--- config.mk ---
export PLATFORM = sky130hd
export DESIGN_NAME = polar_median_filter_3x3_top
export DESIGN_NICKNAME = d
export VERILOG_FILES = /design/src/hdl/pmf_pkg.sv /design/src/hdl/pmf_window.sv /design/src/hdl/pmf_lane.sv /design/src/hdl/pmf_merge.sv /design/src/hdl/polar_median_filter_3x3_top.sv
export SDC_FILE = /design/constraint.sdc
export NUM_CORES = 2
export LEC_CHECK = 0
export BUFFER_PORTS_ARGS = -buffer_cell sky130_fd_sc_hd__buf_2
export CAP_MARGIN = 20
export CORE_UTILIZATION = 29
export DETAILED_ROUTE_END_ITERATION = 10
export MAX_ROUTING_LAYER = met4
export PLACE_DENSITY = 0.5
export RECOVER_POWER = 50
export SKIP_LAST_GASP = 1
export SYNTH_ARGS = -nofsm -noshare
export SYNTH_HDL_FRONTEND = slang
export SYNTH_SLANG_ARGS = --single-unit
--- constraint.sdc ---
create_clock -name clk -period 14.8 [get_ports clk]
set_input_delay 4.44 -clock clk [delete_from_list [all_inputs] [get_ports clk]]
set_output_delay 4.44 -clock clk [all_outputs]
set_load 0.03 [all_outputs]
--- src/hdl/pmf_pkg.sv ---
package pmf_pkg;

    localparam int SAMPLE_BITS = 16;
    localparam int FIELD_BITS  = 16;
    localparam int KEY_BITS    = SAMPLE_BITS + 1;
    localparam int SUM_BITS    = SAMPLE_BITS + 3;
    localparam int COL_POINTS  = 3;
    localparam int NUM_POINTS  = 3 * COL_POINTS;
    localparam int RANK_BITS   = $clog2(NUM_POINTS + 1);
    localparam int FIFO_DEPTH  = 4;
    localparam int PTR_BITS    = $clog2(FIFO_DEPTH);
    localparam int CNT_BITS    = $clog2(FIFO_DEPTH + 1);

    localparam int OLDER_BASE  = 0;
    localparam int MIDDLE_BASE = COL_POINTS;
    localparam int NEW_BASE    = 2 * COL_POINTS;

    localparam logic [1:0] HELD_NONE = 2'd0;
    localparam logic [1:0] HELD_ONE  = 2'd1;
    localparam logic [1:0] HELD_TWO  = 2'd2;

    typedef logic [SAMPLE_BITS-1:0] sample_t;
    typedef logic signed [KEY_BITS-1:0] key_t;
    typedef logic signed [SUM_BITS-1:0] sum_t;
    typedef logic [RANK_BITS-1:0] rank_t;

    typedef struct packed {
        logic [NUM_POINTS-1:0]  present;
        sample_t [NUM_POINTS-1:0] pts;
        logic                   done;
    } window_t;

    typedef struct packed {
        logic [FIELD_BITS-1:0] value;
        logic                  done;
    } result_t;

    function automatic key_t key_of(input sample_t x, input logic mode);
        key_of = key_t'({mode & x[SAMPLE_BITS-1], x});
    endfunction

    function automatic rank_t count_bits(input logic [NUM_POINTS-1:0] v);
        rank_t n;
        n = '0;
        for (int i = 0; i < NUM_POINTS; i++)
        begin
            n = n + rank_t'(v[i]);
        end
        count_bits = n;
    endfunction

endpackage

--- src/hdl/pmf_window.sv ---
module pmf_window (
    input  logic               clk,
    input  logic               rst_n,
    input  logic               accept,
    input  pmf_pkg::sample_t   col [pmf_pkg::COL_POINTS],
    input  logic               ray_end,
    output logic               main_valid,
    output pmf_pkg::window_t   main_win,
    output logic               end_valid,
    output pmf_pkg::window_t   end_win
);

    pmf_pkg::sample_t older_reg  [pmf_pkg::COL_POINTS];
    pmf_pkg::sample_t middle_reg [pmf_pkg::COL_POINTS];
    logic [1:0]       held_reg;
    logic [1:0]       held_next;
    pmf_pkg::sample_t pts [pmf_pkg::NUM_POINTS];

    always_comb
    begin
        for (int i = 0; i < pmf_pkg::COL_POINTS; i++)
        begin
            pts[pmf_pkg::OLDER_BASE + i]  = older_reg[i];
            pts[pmf_pkg::MIDDLE_BASE + i] = middle_reg[i];
            pts[pmf_pkg::NEW_BASE + i]    = col[i];
        end
        for (int i = 0; i < pmf_pkg::NUM_POINTS; i++)
        begin
            main_win.pts[i] = pts[i];
            end_win.pts[i]  = pts[i];
        end
        main_win.done    = 1'b0;
        end_win.done     = 1'b1;
        main_win.present = '1;
        end_win.present  = '1;
        main_valid       = accept && (held_reg != pmf_pkg::HELD_NONE);
        end_valid        = accept && ray_end;
        for (int i = 0; i < pmf_pkg::COL_POINTS; i++)
        begin
            end_win.present[pmf_pkg::OLDER_BASE + i] = 1'b0;
            if (held_reg == pmf_pkg::HELD_NONE)
            begin
                end_win.present[pmf_pkg::MIDDLE_BASE + i] = 1'b0;
            end
            if (held_reg == pmf_pkg::HELD_ONE)
            begin
                main_win.present[pmf_pkg::OLDER_BASE + i] = 1'b0;
            end
        end
    end

    always_comb
    begin
        if (ray_end)
        begin
            held_next = pmf_pkg::HELD_NONE;
        end
        else if (held_reg == pmf_pkg::HELD_NONE)
        begin
            held_next = pmf_pkg::HELD_ONE;
        end
        else
        begin
            held_next = pmf_pkg::HELD_TWO;
        end
    end

    always_ff @(posedge clk or negedge rst_n)
    begin
        if (!rst_n)
        begin
            held_reg <= pmf_pkg::HELD_NONE;
            for (int i = 0; i < pmf_pkg::COL_POINTS; i++)
            begin
                older_reg[i]  <= '0;
                middle_reg[i] <= '0;
            end
        end
        else if (accept)
        begin
            held_reg <= held_next;
            for (int i = 0; i < pmf_pkg::COL_POINTS; i++)
            begin
                if (ray_end)
                begin
                    older_reg[i]  <= '0;
                    middle_reg[i] <= '0;
                end
                else
                begin
                    older_reg[i]  <= middle_reg[i];
                    middle_reg[i] <= col[i];
                end
            end
        end
    end

endmodule

--- src/hdl/pmf_lane.sv ---
module pmf_lane (
    input  logic              clk,
    input  logic              rst_n,
    input  logic              adv,
    input  logic              mode,
    input  logic              in_valid,
    input  pmf_pkg::window_t  in_win,
    output logic              out_valid,
    output pmf_pkg::result_t  out_res
);

    localparam int N = pmf_pkg::NUM_POINTS;

    // stage 1: keys and pairwise order
    pmf_pkg::key_t   key_next    [N];
    logic [N-1:0]    before_next [N];
    logic [N-1:0]    nz_next;
    pmf_pkg::key_t   key_reg     [N];
    logic [N-1:0]    before_reg  [N];
    logic [N-1:0]    nz_reg;
    logic [N-1:0]    present_reg;
    logic            done1_reg;
    logic            valid1_reg;

    always_comb
    begin
        for (int i = 0; i < N; i++)
        begin
            key_next[i] = pmf_pkg::key_of(in_win.pts[i], mode);
            nz_next[i]  = in_win.present[i] && (in_win.pts[i] != '0);
        end
        for (int i = 0; i < N; i++)
        begin
            for (int j = 0; j < N; j++)
            begin
                before_next[i][j] = nz_next[j] && ((key_next[j] < key_next[i]) ||
                                    ((key_next[j] == key_next[i]) && (j < i)));
            end
        end
    end

    always_ff @(posedge clk)
    begin
        if (adv)
        begin
            for (int i = 0; i < N; i++)
            begin
                key_reg[i]    <= key_next[i];
                before_reg[i] <= before_next[i];
            end
            nz_reg      <= nz_next;
            present_reg <= in_win.present;
            done1_reg   <= in_win.done;
        end
    end

    // stage 2: ranks and middle pick
    pmf_pkg::rank_t  nnz;
    pmf_pkg::rank_t  zeros;
    pmf_pkg::rank_t  lo_rank;
    pmf_pkg::rank_t  hi_rank;
    pmf_pkg::rank_t  rank     [N];
    pmf_pkg::key_t   lo_next;
    pmf_pkg::key_t   hi_next;
    pmf_pkg::key_t   lo_reg;
    pmf_pkg::key_t   hi_reg;
    logic            zero_reg;
    logic            odd_reg;
    logic            done2_reg;
    logic            valid2_reg;

    always_comb
    begin
        nnz     = pmf_pkg::count_bits(nz_reg);
        zeros   = pmf_pkg::count_bits(present_reg & ~nz_reg);
        lo_rank = (nnz - pmf_pkg::rank_t'(1)) >> 1;
        hi_rank = nnz >> 1;
        lo_next = '0;
        hi_next = '0;
        for (int i = 0; i < N; i++)
        begin
            rank[i] = pmf_pkg::count_bits(before_reg[i]);
            if (nz_reg[i] && (rank[i] == lo_rank))
            begin
                lo_next = lo_next | key_reg[i];
            end
            if (nz_reg[i] && (rank[i] == hi_rank))
            begin
                hi_next = hi_next | key_reg[i];
            end
        end
    end

    always_ff @(posedge clk)
    begin
        if (adv)
        begin
            lo_reg    <= lo_next;
            hi_reg    <= hi_next;
            zero_reg  <= (zeros >= nnz);
            odd_reg   <= nnz[0];
            done2_reg <= done1_reg;
        end
    end

    // stage 3: mean of the two middle values, the middle value if odd, or zero
    pmf_pkg::sum_t    sum;
    pmf_pkg::sum_t    mid;
    pmf_pkg::result_t res_next;
    pmf_pkg::result_t res_reg;
    logic             valid3_reg;

    always_comb
    begin
        sum = pmf_pkg::sum_t'(lo_reg) + pmf_pkg::sum_t'(hi_reg);
        if (zero_reg)
        begin
            mid = '0;
        end
        else if (odd_reg)
        begin
            mid = pmf_pkg::sum_t'(lo_reg);
        end
        else if (sum >= 0)
        begin
            mid = (sum + pmf_pkg::sum_t'(1)) >>> 1;
        end
        else
        begin
            mid = -((pmf_pkg::sum_t'(1) - sum) >>> 1);
        end
        res_next.value = pmf_pkg::FIELD_BITS'(pmf_pkg::sample_t'(mid));
        res_next.done  = done2_reg;
    end

    always_ff @(posedge clk)
    begin
        if (adv)
        begin
            res_reg <= res_next;
        end
    end

    always_ff @(posedge clk or negedge rst_n)
    begin
        if (!rst_n)
        begin
            valid1_reg <= 1'b0;
            valid2_reg <= 1'b0;
            valid3_reg <= 1'b0;
        end
        else if (adv)
        begin
            valid1_reg <= in_valid;
            valid2_reg <= valid1_reg;
            valid3_reg <= valid2_reg;
        end
    end

    assign out_valid = valid3_reg;
    assign out_res   = res_reg;

endmodule

--- src/hdl/pmf_merge.sv ---
module pmf_merge (
    input  logic              clk,
    input  logic              rst_n,
    input  logic              push_a,
    input  pmf_pkg::result_t  res_a,
    input  logic              push_b,
    input  pmf_pkg::result_t  res_b,
    output logic              room,
    output logic              out_valid,
    input  logic              out_ready,
    output pmf_pkg::result_t  out_res
);

    pmf_pkg::result_t                mem [pmf_pkg::FIFO_DEPTH];
    logic [pmf_pkg::PTR_BITS-1:0]    wr_ptr_reg;
    logic [pmf_pkg::PTR_BITS-1:0]    rd_ptr_reg;
    logic [pmf_pkg::CNT_BITS-1:0]    count_reg;
    logic [pmf_pkg::CNT_BITS-1:0]    count_next;
    logic [pmf_pkg::PTR_BITS-1:0]    wr_ptr_next;
    logic                            pop;
    logic [pmf_pkg::CNT_BITS-1:0]    n_push;

    assign pop       = out_valid && out_ready;
    assign out_valid = (count_reg != '0);
    assign out_res   = mem[rd_ptr_reg];
    assign room      = (count_reg <= pmf_pkg::CNT_BITS'(pmf_pkg::FIFO_DEPTH - 2));
    assign n_push    = pmf_pkg::CNT_BITS'(push_a) + pmf_pkg::CNT_BITS'(push_b);
    assign count_next  = count_reg + n_push - pmf_pkg::CNT_BITS'(pop);
    assign wr_ptr_next = wr_ptr_reg + pmf_pkg::PTR_BITS'(n_push);

    always_ff @(posedge clk)
    begin
        if (push_a)
        begin
            mem[wr_ptr_reg] <= res_a;
            if (push_b)
            begin
                mem[wr_ptr_reg + pmf_pkg::PTR_BITS'(1)] <= res_b;
            end
        end
        else if (push_b)
        begin
            mem[wr_ptr_reg] <= res_b;
        end
    end

    always_ff @(posedge clk or negedge rst_n)
    begin
        if (!rst_n)
        begin
            wr_ptr_reg <= '0;
            rd_ptr_reg <= '0;
            count_reg  <= '0;
        end
        else
        begin
            wr_ptr_reg <= wr_ptr_next;
            count_reg  <= count_next;
            if (pop)
            begin
                rd_ptr_reg <= rd_ptr_reg + pmf_pkg::PTR_BITS'(1);
            end
        end
    end

endmodule

--- src/hdl/polar_median_filter_3x3_top.sv ---
// Polar 3x3 median filter. Each request on s_* is one bin column (previous, current and next
// ray samples at that bin, ray wrap done by the feeder); s_tlast marks the last bin of a ray.
// A column is taken every clock while the output keeps up. The result for a bin appears after
// the following column arrives. Unless it also ends the ray, the first column of a ray yields
// no result; a later ray-end column yields two (the bin before it and the last bin, m_tlast high
// on the last). A ray of N bins therefore gives N results, and the input never stalls while
// m_tready stays high. From column to result the path runs through three stages in each of
// the two median lanes (pairwise compare, rank select, rounding mean) and the four-entry output
// queue. The lanes and the input stop while a lane result waits and the queue has fewer than
// two free entries. Zero samples count as invalid; cfg_data[0] selects signed samples and is to
// be written only while the block is idle; the block itself does not enforce this.
module polar_median_filter_3x3_top (
    input  logic        clk,
    input  logic        rst_n,
    input  logic        s_tvalid,
    output logic        s_tready,
    input  logic [47:0] s_tdata,   // prev_ray_sample, this_ray_sample, next_ray_sample
    input  logic        s_tlast,
    output logic        m_tvalid,
    input  logic        m_tready,
    output logic [15:0] m_tdata,   // filtered_sample
    output logic        m_tlast,
    input  logic        cfg_valid,
    output logic        cfg_ready,
    input  logic [7:0]  cfg_data   // sample_signed
);

    logic              signed_reg;
    logic              accept;
    logic              adv;
    logic              room;
    pmf_pkg::sample_t  col [pmf_pkg::COL_POINTS];
    logic              main_valid;
    logic              end_valid;
    pmf_pkg::window_t  main_win;
    pmf_pkg::window_t  end_win;
    logic              a_valid;
    logic              b_valid;
    pmf_pkg::result_t  a_res;
    pmf_pkg::result_t  b_res;
    pmf_pkg::result_t  out_res;

    assign cfg_ready = 1'b1;

    always_ff @(posedge clk or negedge rst_n)
    begin
        if (!rst_n)
        begin
            signed_reg <= 1'b0;
        end
        else if (cfg_valid)
        begin
            signed_reg <= cfg_data[0];
        end
    end

    assign adv      = !(a_valid || b_valid) || room;
    assign s_tready = adv;
    assign accept   = s_tvalid && adv;

    assign col[0] = pmf_pkg::sample_t'(s_tdata[15:0]);
    assign col[1] = pmf_pkg::sample_t'(s_tdata[31:16]);
    assign col[2] = pmf_pkg::sample_t'(s_tdata[47:32]);

    pmf_window u_window (
        .clk        (clk),
        .rst_n      (rst_n),
        .accept     (accept),
        .col        (col),
        .ray_end    (s_tlast),
        .main_valid (main_valid),
        .main_win   (main_win),
        .end_valid  (end_valid),
        .end_win    (end_win)
    );

    pmf_lane u_lane_main (
        .clk       (clk),
        .rst_n     (rst_n),
        .adv       (adv),
        .mode      (signed_reg),
        .in_valid  (main_valid),
        .in_win    (main_win),
        .out_valid (a_valid),
        .out_res   (a_res)
    );

    pmf_lane u_lane_end (
        .clk       (clk),
        .rst_n     (rst_n),
        .adv       (adv),
        .mode      (signed_reg),
        .in_valid  (end_valid),
        .in_win    (end_win),
        .out_valid (b_valid),
        .out_res   (b_res)
    );

    pmf_merge u_merge (
        .clk       (clk),
        .rst_n     (rst_n),
        .push_a    (a_valid && adv),
        .res_a     (a_res),
        .push_b    (b_valid && adv),
        .res_b     (b_res),
        .room      (room),
        .out_valid (m_tvalid),
        .out_ready (m_tready),
        .out_res   (out_res)
    );

    assign m_tdata = out_res.value;
    assign m_tlast = out_res.done;

endmodule

Word level (Yosys, flattened, before mapping)

Memories as Yosys holds them, arrays and structs flattened.
Index checks and enable logic that the tools add are counted.

Output and inout port bits: 20
Flip-flop bits (word level): 233
Memory bits (writable): 509
Memories: 5
Input bits: 62
Word-level logic and storage cells: 649

Memory list:

| memory                 | depth | bits a word | rd ports | clocked after Yosys merged registers in | wr ports | RTL line        | RTL |
|---|---|---|---|---|---|---|---|
| u_lane_end.key_reg     | 9     | 17          | 6        | 0                                       | 9        | pmf_lane.sv:18  | `pmf_pkg::key_t key_reg [N];` |
| u_lane_main.key_reg    | 9     | 17          | 9        | 0                                       | 9        | pmf_lane.sv:18  |  |
| u_lane_main.before_reg | 9     | 9           | 9        | 0                                       | 9        | pmf_lane.sv:19  | `logic [N-1:0] before_reg [N];` |
| u_merge.mem            | 4     | 17          | 1        | 0                                       | 2        | pmf_merge.sv:14 | `pmf_pkg::result_t mem [pmf_pkg::FIFO_DEPTH];` |
| u_lane_end.before_reg  | 9     | 6           | 6        | 0                                       | 9        | pmf_lane.sv:19  |  |

Add/subtract/negate cells: 165
Equal/unequal tests: 67
Reduce and logical (&&, ||, !) cells: 201
Bitwise operators: 40
Order comparisons: 86
Mux-type cells: 54

Operators with widths:

| kind                                                  | count |
|---|---|
| < comparator 17 bit                                   | 81 |
| == test 17 bit                                        | 36 |
| two-way mux 17 bit                                    | 31 |
| adder 4 x 1 -> 4 bit                                  | 121 |
| bitwise OR 17 bit                                     | 26 |
| two-way mux 16 bit                                    | 10 |
| logical AND 1 bit                                     | 150 |
| nonzero test 16 bit                                   | 9 |
| == test 4 x 3 -> 1 bit                                | 30 |
| logical OR 1 bit                                      | 38 |
| adder 17 x 17 -> 18 bit                               | 2 |
| >= comparator 18 x 1 -> 1 bit (second input constant) | 2 |
| adder 17 x 2 -> 17 bit (second input constant)        | 2 |
| subtractor 2 x 17 -> 17 bit (first input constant)    | 2 |
| negation 16 bit                                       | 2 |
| adder 1 x 1 -> 2 bit                                  | 14 |
| adder 4 x 1 -> 4 bit (second input constant)          | 5 |
| bitwise AND 9 bit                                     | 2 |
| NOT 9 bit                                             | 2 |
| adder 1 x 1 -> 2 bit (both inputs constant)           | 6 |
| two-way mux 1 bit                                     | 11 |
| bitwise AND 1 bit                                     | 9 |
| adder 3 x 1 -> 4 bit                                  | 2 |
| >= comparator 4 bit                                   | 2 |
| other kinds (15)                                      | 18 |

Logic depth before layout (Yosys ltp)

Depth in word-level cells: 28
Mapped depth: 18

By module

Synthesis repeated with hierarchy kept, for this count alone.

Cells, all modules: 6882
Area, all modules: 71090.7 µm²

Modules (own cells, without submodules):

| module                      | sequential area each (µm²) | area an instance (µm²) | cells an instance | times used |
|---|---|---|---|---|
| pmf_lane (u_lane_main)      | 9023.7                     | 30560.6                | 2987              | 1 |
| pmf_lane (u_lane_end)       | 9023.7                     | 30453.0                | 3012              | 1 |
| pmf_window                  | 2452.4                     | 5804.3                 | 579               | 1 |
| pmf_merge                   | 2217.1                     | 4185.3                 | 296               | 1 |
| polar_median_filter_3x3_top | 25.0                       | 87.6                   | 8                 | 1 |

Least setup slack after synthesis

OpenSTA, ideal clock, no wires.

Kind: reg2out
Start point: reg u_merge.count_reg[0] in the netlist's numbering
End point: out s_tready
Stages on the path, launching flop included: 4
Path slack: 2506 ps
Arrival: 7854 ps
Cells stage by stage: dfrtp_1 -> a21oi_1 -> nor2_1 -> inv_1

Cells in the longest elaborated chain, start to end: 2

RTL lines:

| what                         | RTL line                          | RTL |
|---|---|---|
| from (decl)                  | pmf_merge.sv:17                   | `logic [pmf_pkg::CNT_BITS-1:0] count_reg;` |
| from (signal assigned)       | pmf_merge.sv:58                   | `count_reg <= count_next;` |
| <= comparator 3 x 2 -> 1 bit | pmf_merge.sv:26                   | `assign room = (count_reg <= pmf_pkg::CNT_BITS'(pmf_pkg::FIFO_DEPTH - 2));` |
| logical OR 1 bit             | polar_median_filter_3x3_top.sv:57 | `assign adv = !(a_valid \|\| b_valid) \|\| room;` |
| to (decl)                    | polar_median_filter_3x3_top.sv:16 | `output logic s_tready,` |

No other way between the ends.

Worst setup path in the final report

Start point: reg u_merge.count_reg[2] in the netlist's numbering
End point: out s_tready

The elaborated chain is that of the path after synthesis.

==> results_dict.tcl <==
set metrics [dict create \
    status "complete, but fails checks" \
    violations "max-capacitance violations, max-slew violations" \
    grt_pass1_wl_um 260000 \
    synth.top_cell.area_share_pct 28.9 \
    min_period_ns 9.40 \
    required_ns 10.36 \
    cts_buffers 67 \
    hpwl_um 134000 \
    clock.fmax_ghz 0.106 \
    portBuffers 73 \
    hp-class "reg2reg" \
    grt.total_usage_pct 24.5 \
    rsz0062_at_grt "false" \
    holdPathStages 1 \
    setup_viol 0 \
    synth.area.top_cells "edfxtp_1 29%, ha_1 20%, dfrtp_1 6.4%, fa_1 3.2%, o21a_1 2.8%" \
    clock-skew-final_ns 0.0377 \
    num_vias 36959 \
    path_clk_slew_ns 0.05 \
    core_um2 150000 \
    worstMarginPinSlew_ns 3.43 \
    io_pins 82 \
    drt_first_pass_iters 8 \
    final_nets 5190 \
    cts_tree "built" \
    drc 0 \
    netlist_instances 4226 \
    grt_overflow 0 \
    crit_type "reg2out" \
    drtIter0Drc 4219 \
    cts.sinks 538 \
    worst_setup_path_end_kind "primary output" \
    grt_max_degree 173 \
    yosys_warnings 0 \
    synth_area_per_cell_um2 10.4 \
    drv_slew 301 \
    nFillCells 15431 \
    clockBufferDepth 3 \
    relSlewSlack_pct -129 \
    finalNonFillerCells 6432 \
    largest_reg_flops 153 \
    synth-edff-count 422 \
    r2r_cells 8 \
    timing.hold.ws_ns 0.451 \
    tns_ns 0 \
    ctsResizeCount 0 \
    hold_violations 0 \
    ys_ff_latch 538 \
    yosysSeqAreaShare_pct 35.4 \
    dieArea_um2 153000 \
    post-synth-top-area-cell "edfxtp_1" \
    synthFlopType "edfxtp_1" \
    synth_cell_types 92 \
    synthToLayoutAreaGrowth_pct 12.5 \
    finalCritPeriodShare_pct 63.5 \
    mappedNetlistArea_um2 43900 \
    grt_antenna_before_repair 14 \
    place_inst 6295 \
    grt_pass1_vias 35646 \
    htreeDepth 3 \
    initial_core_util_pct 29.2 \
    yosysMostFrequentCell "ha_1" \
    start_kind "flop" \
    drive_gt1_share_pct 7.22 \
    postRouteAntennaNets 0 \
    hold_buffers 0 \
    die_h_um 391 \
    clock-root-buffer "clkbuf_16" \
    viasPerCell 5.75 \
    path_max_fanout 67 \
    crit_arrival_ns 4.96 \
    num_rows 142 \
    wl_um 185000 \
    cap_violations 15 \
    die_width_um 391 \
    yosys-top-cells-count "703 x ha_1, 422 x edfxtp_1, 320 x inv_1, 235 x nand2_1, 170 x a21oi_1" \
    async_reset_ff_share_pct 20.8 \
    wl_per_cell_um 28.7 \
    post-cts-setup-buffer-count 0 \
    gp_congestion 0.985 \
    clock_latency_ns 0.69 \
]
area by class of cell:
type / instances / area [um^2] / area share (%)
clock buffer: 80 / 1780 / 3.59
timing repair buffer: 188 / 1030 / 2.09
sequential: 538 / 15600 / 31.5
clock inverter: 42 / 430 / 0.871
inverter: 322 / 1210 / 2.45
antenna: 9 / 22.5 / 0.0456
tap: 2016 / 2520 / 5.10
multi-input combinational: 3237 / 26900 / 54.4
worst max-delay path: stages (launching register included):
cell and delay [ns]:
dfrtp_1 0.41, a21oi_1 0.09, nor2_1 0.41, clkinvlp_2 2.43, buf_2 0.95
logic make-up after synthesis:
kind of cell               count (synthesis)  synth area share, %
AOI/OAI and AO/OA                       1184                 19.5
xor gates and xnor gates                 205                 4.15
adders and majority gates                774                 23.3
buffers and inverters                    454                 3.91
DFF                                      538                 35.4
muxes                                     38                 1.36
other                                      2               0.0171
and+or+nand+nor                         1031                 12.4
placed cells by master (no fill, tap or decap), types with 55 or more instances in the layout:
cell type,count
ha_1,703
xor2_1,108
dfrtp_1,111
a22oi_1,140
nor2b_1,77
nand4_1,122
a22o_1,99
xnor2_1,95
inv_1,319
a21oi_1,170
a21o_1,130
buf_2,71
o21ai_0,123
o31ai_1,106
clkbuf_1,67
edfxtp_1,422
nand3_1,118
fa_1,71
o21a_1,165
buf_4,55
nor4_1,65
clkbuf_16,67
nor2_1,154
nand2_1,234
stage by stage:
step	cell area (um^2)	utilization, %	worst slack [ns]
finish	49400	32.9	5.40
global route	49400	32.9	4.64
CTS	49600	33.0	7.59
detailed placement	47400	31.6	6.88
global placement	47400	31.6	6.83
floorplan	43900	-	2.51
worst paths after layout:
check | startpoint | endpoint | slack, ns
hold / removal | u_merge.mem[1][0] | u_merge.mem[1][0] | 0.45
setup reg to reg | u_merge.count_reg[2] | u_window.end_win[69] | 7.67
min in group asynchronous | rst_n | u_merge.count_reg[0] | 3.85
hold reg to reg | u_merge.mem[1][0] | u_merge.mem[1][0] | 0.45
setup / recovery | u_merge.count_reg[2] | s_tready | 5.40
max in group asynchronous | rst_n | u_window.end_win[44] | 9.66
layer usage:
metal  wire, um  GRT usage, %  share of wire [%]  vias to the layer above
met5          0             -                  0                        -
met4      13000          14.7                7.0                        0
met3      14100          4.40                7.7                      536
met2      79400          36.3                 43                     1834
met1      78100          30.9                 42                    18081
li1           -             -                  -                    16508
Power is not shown: default switching activity piles up to over one toggle a cycle in this logic, so the estimate is an artifact.
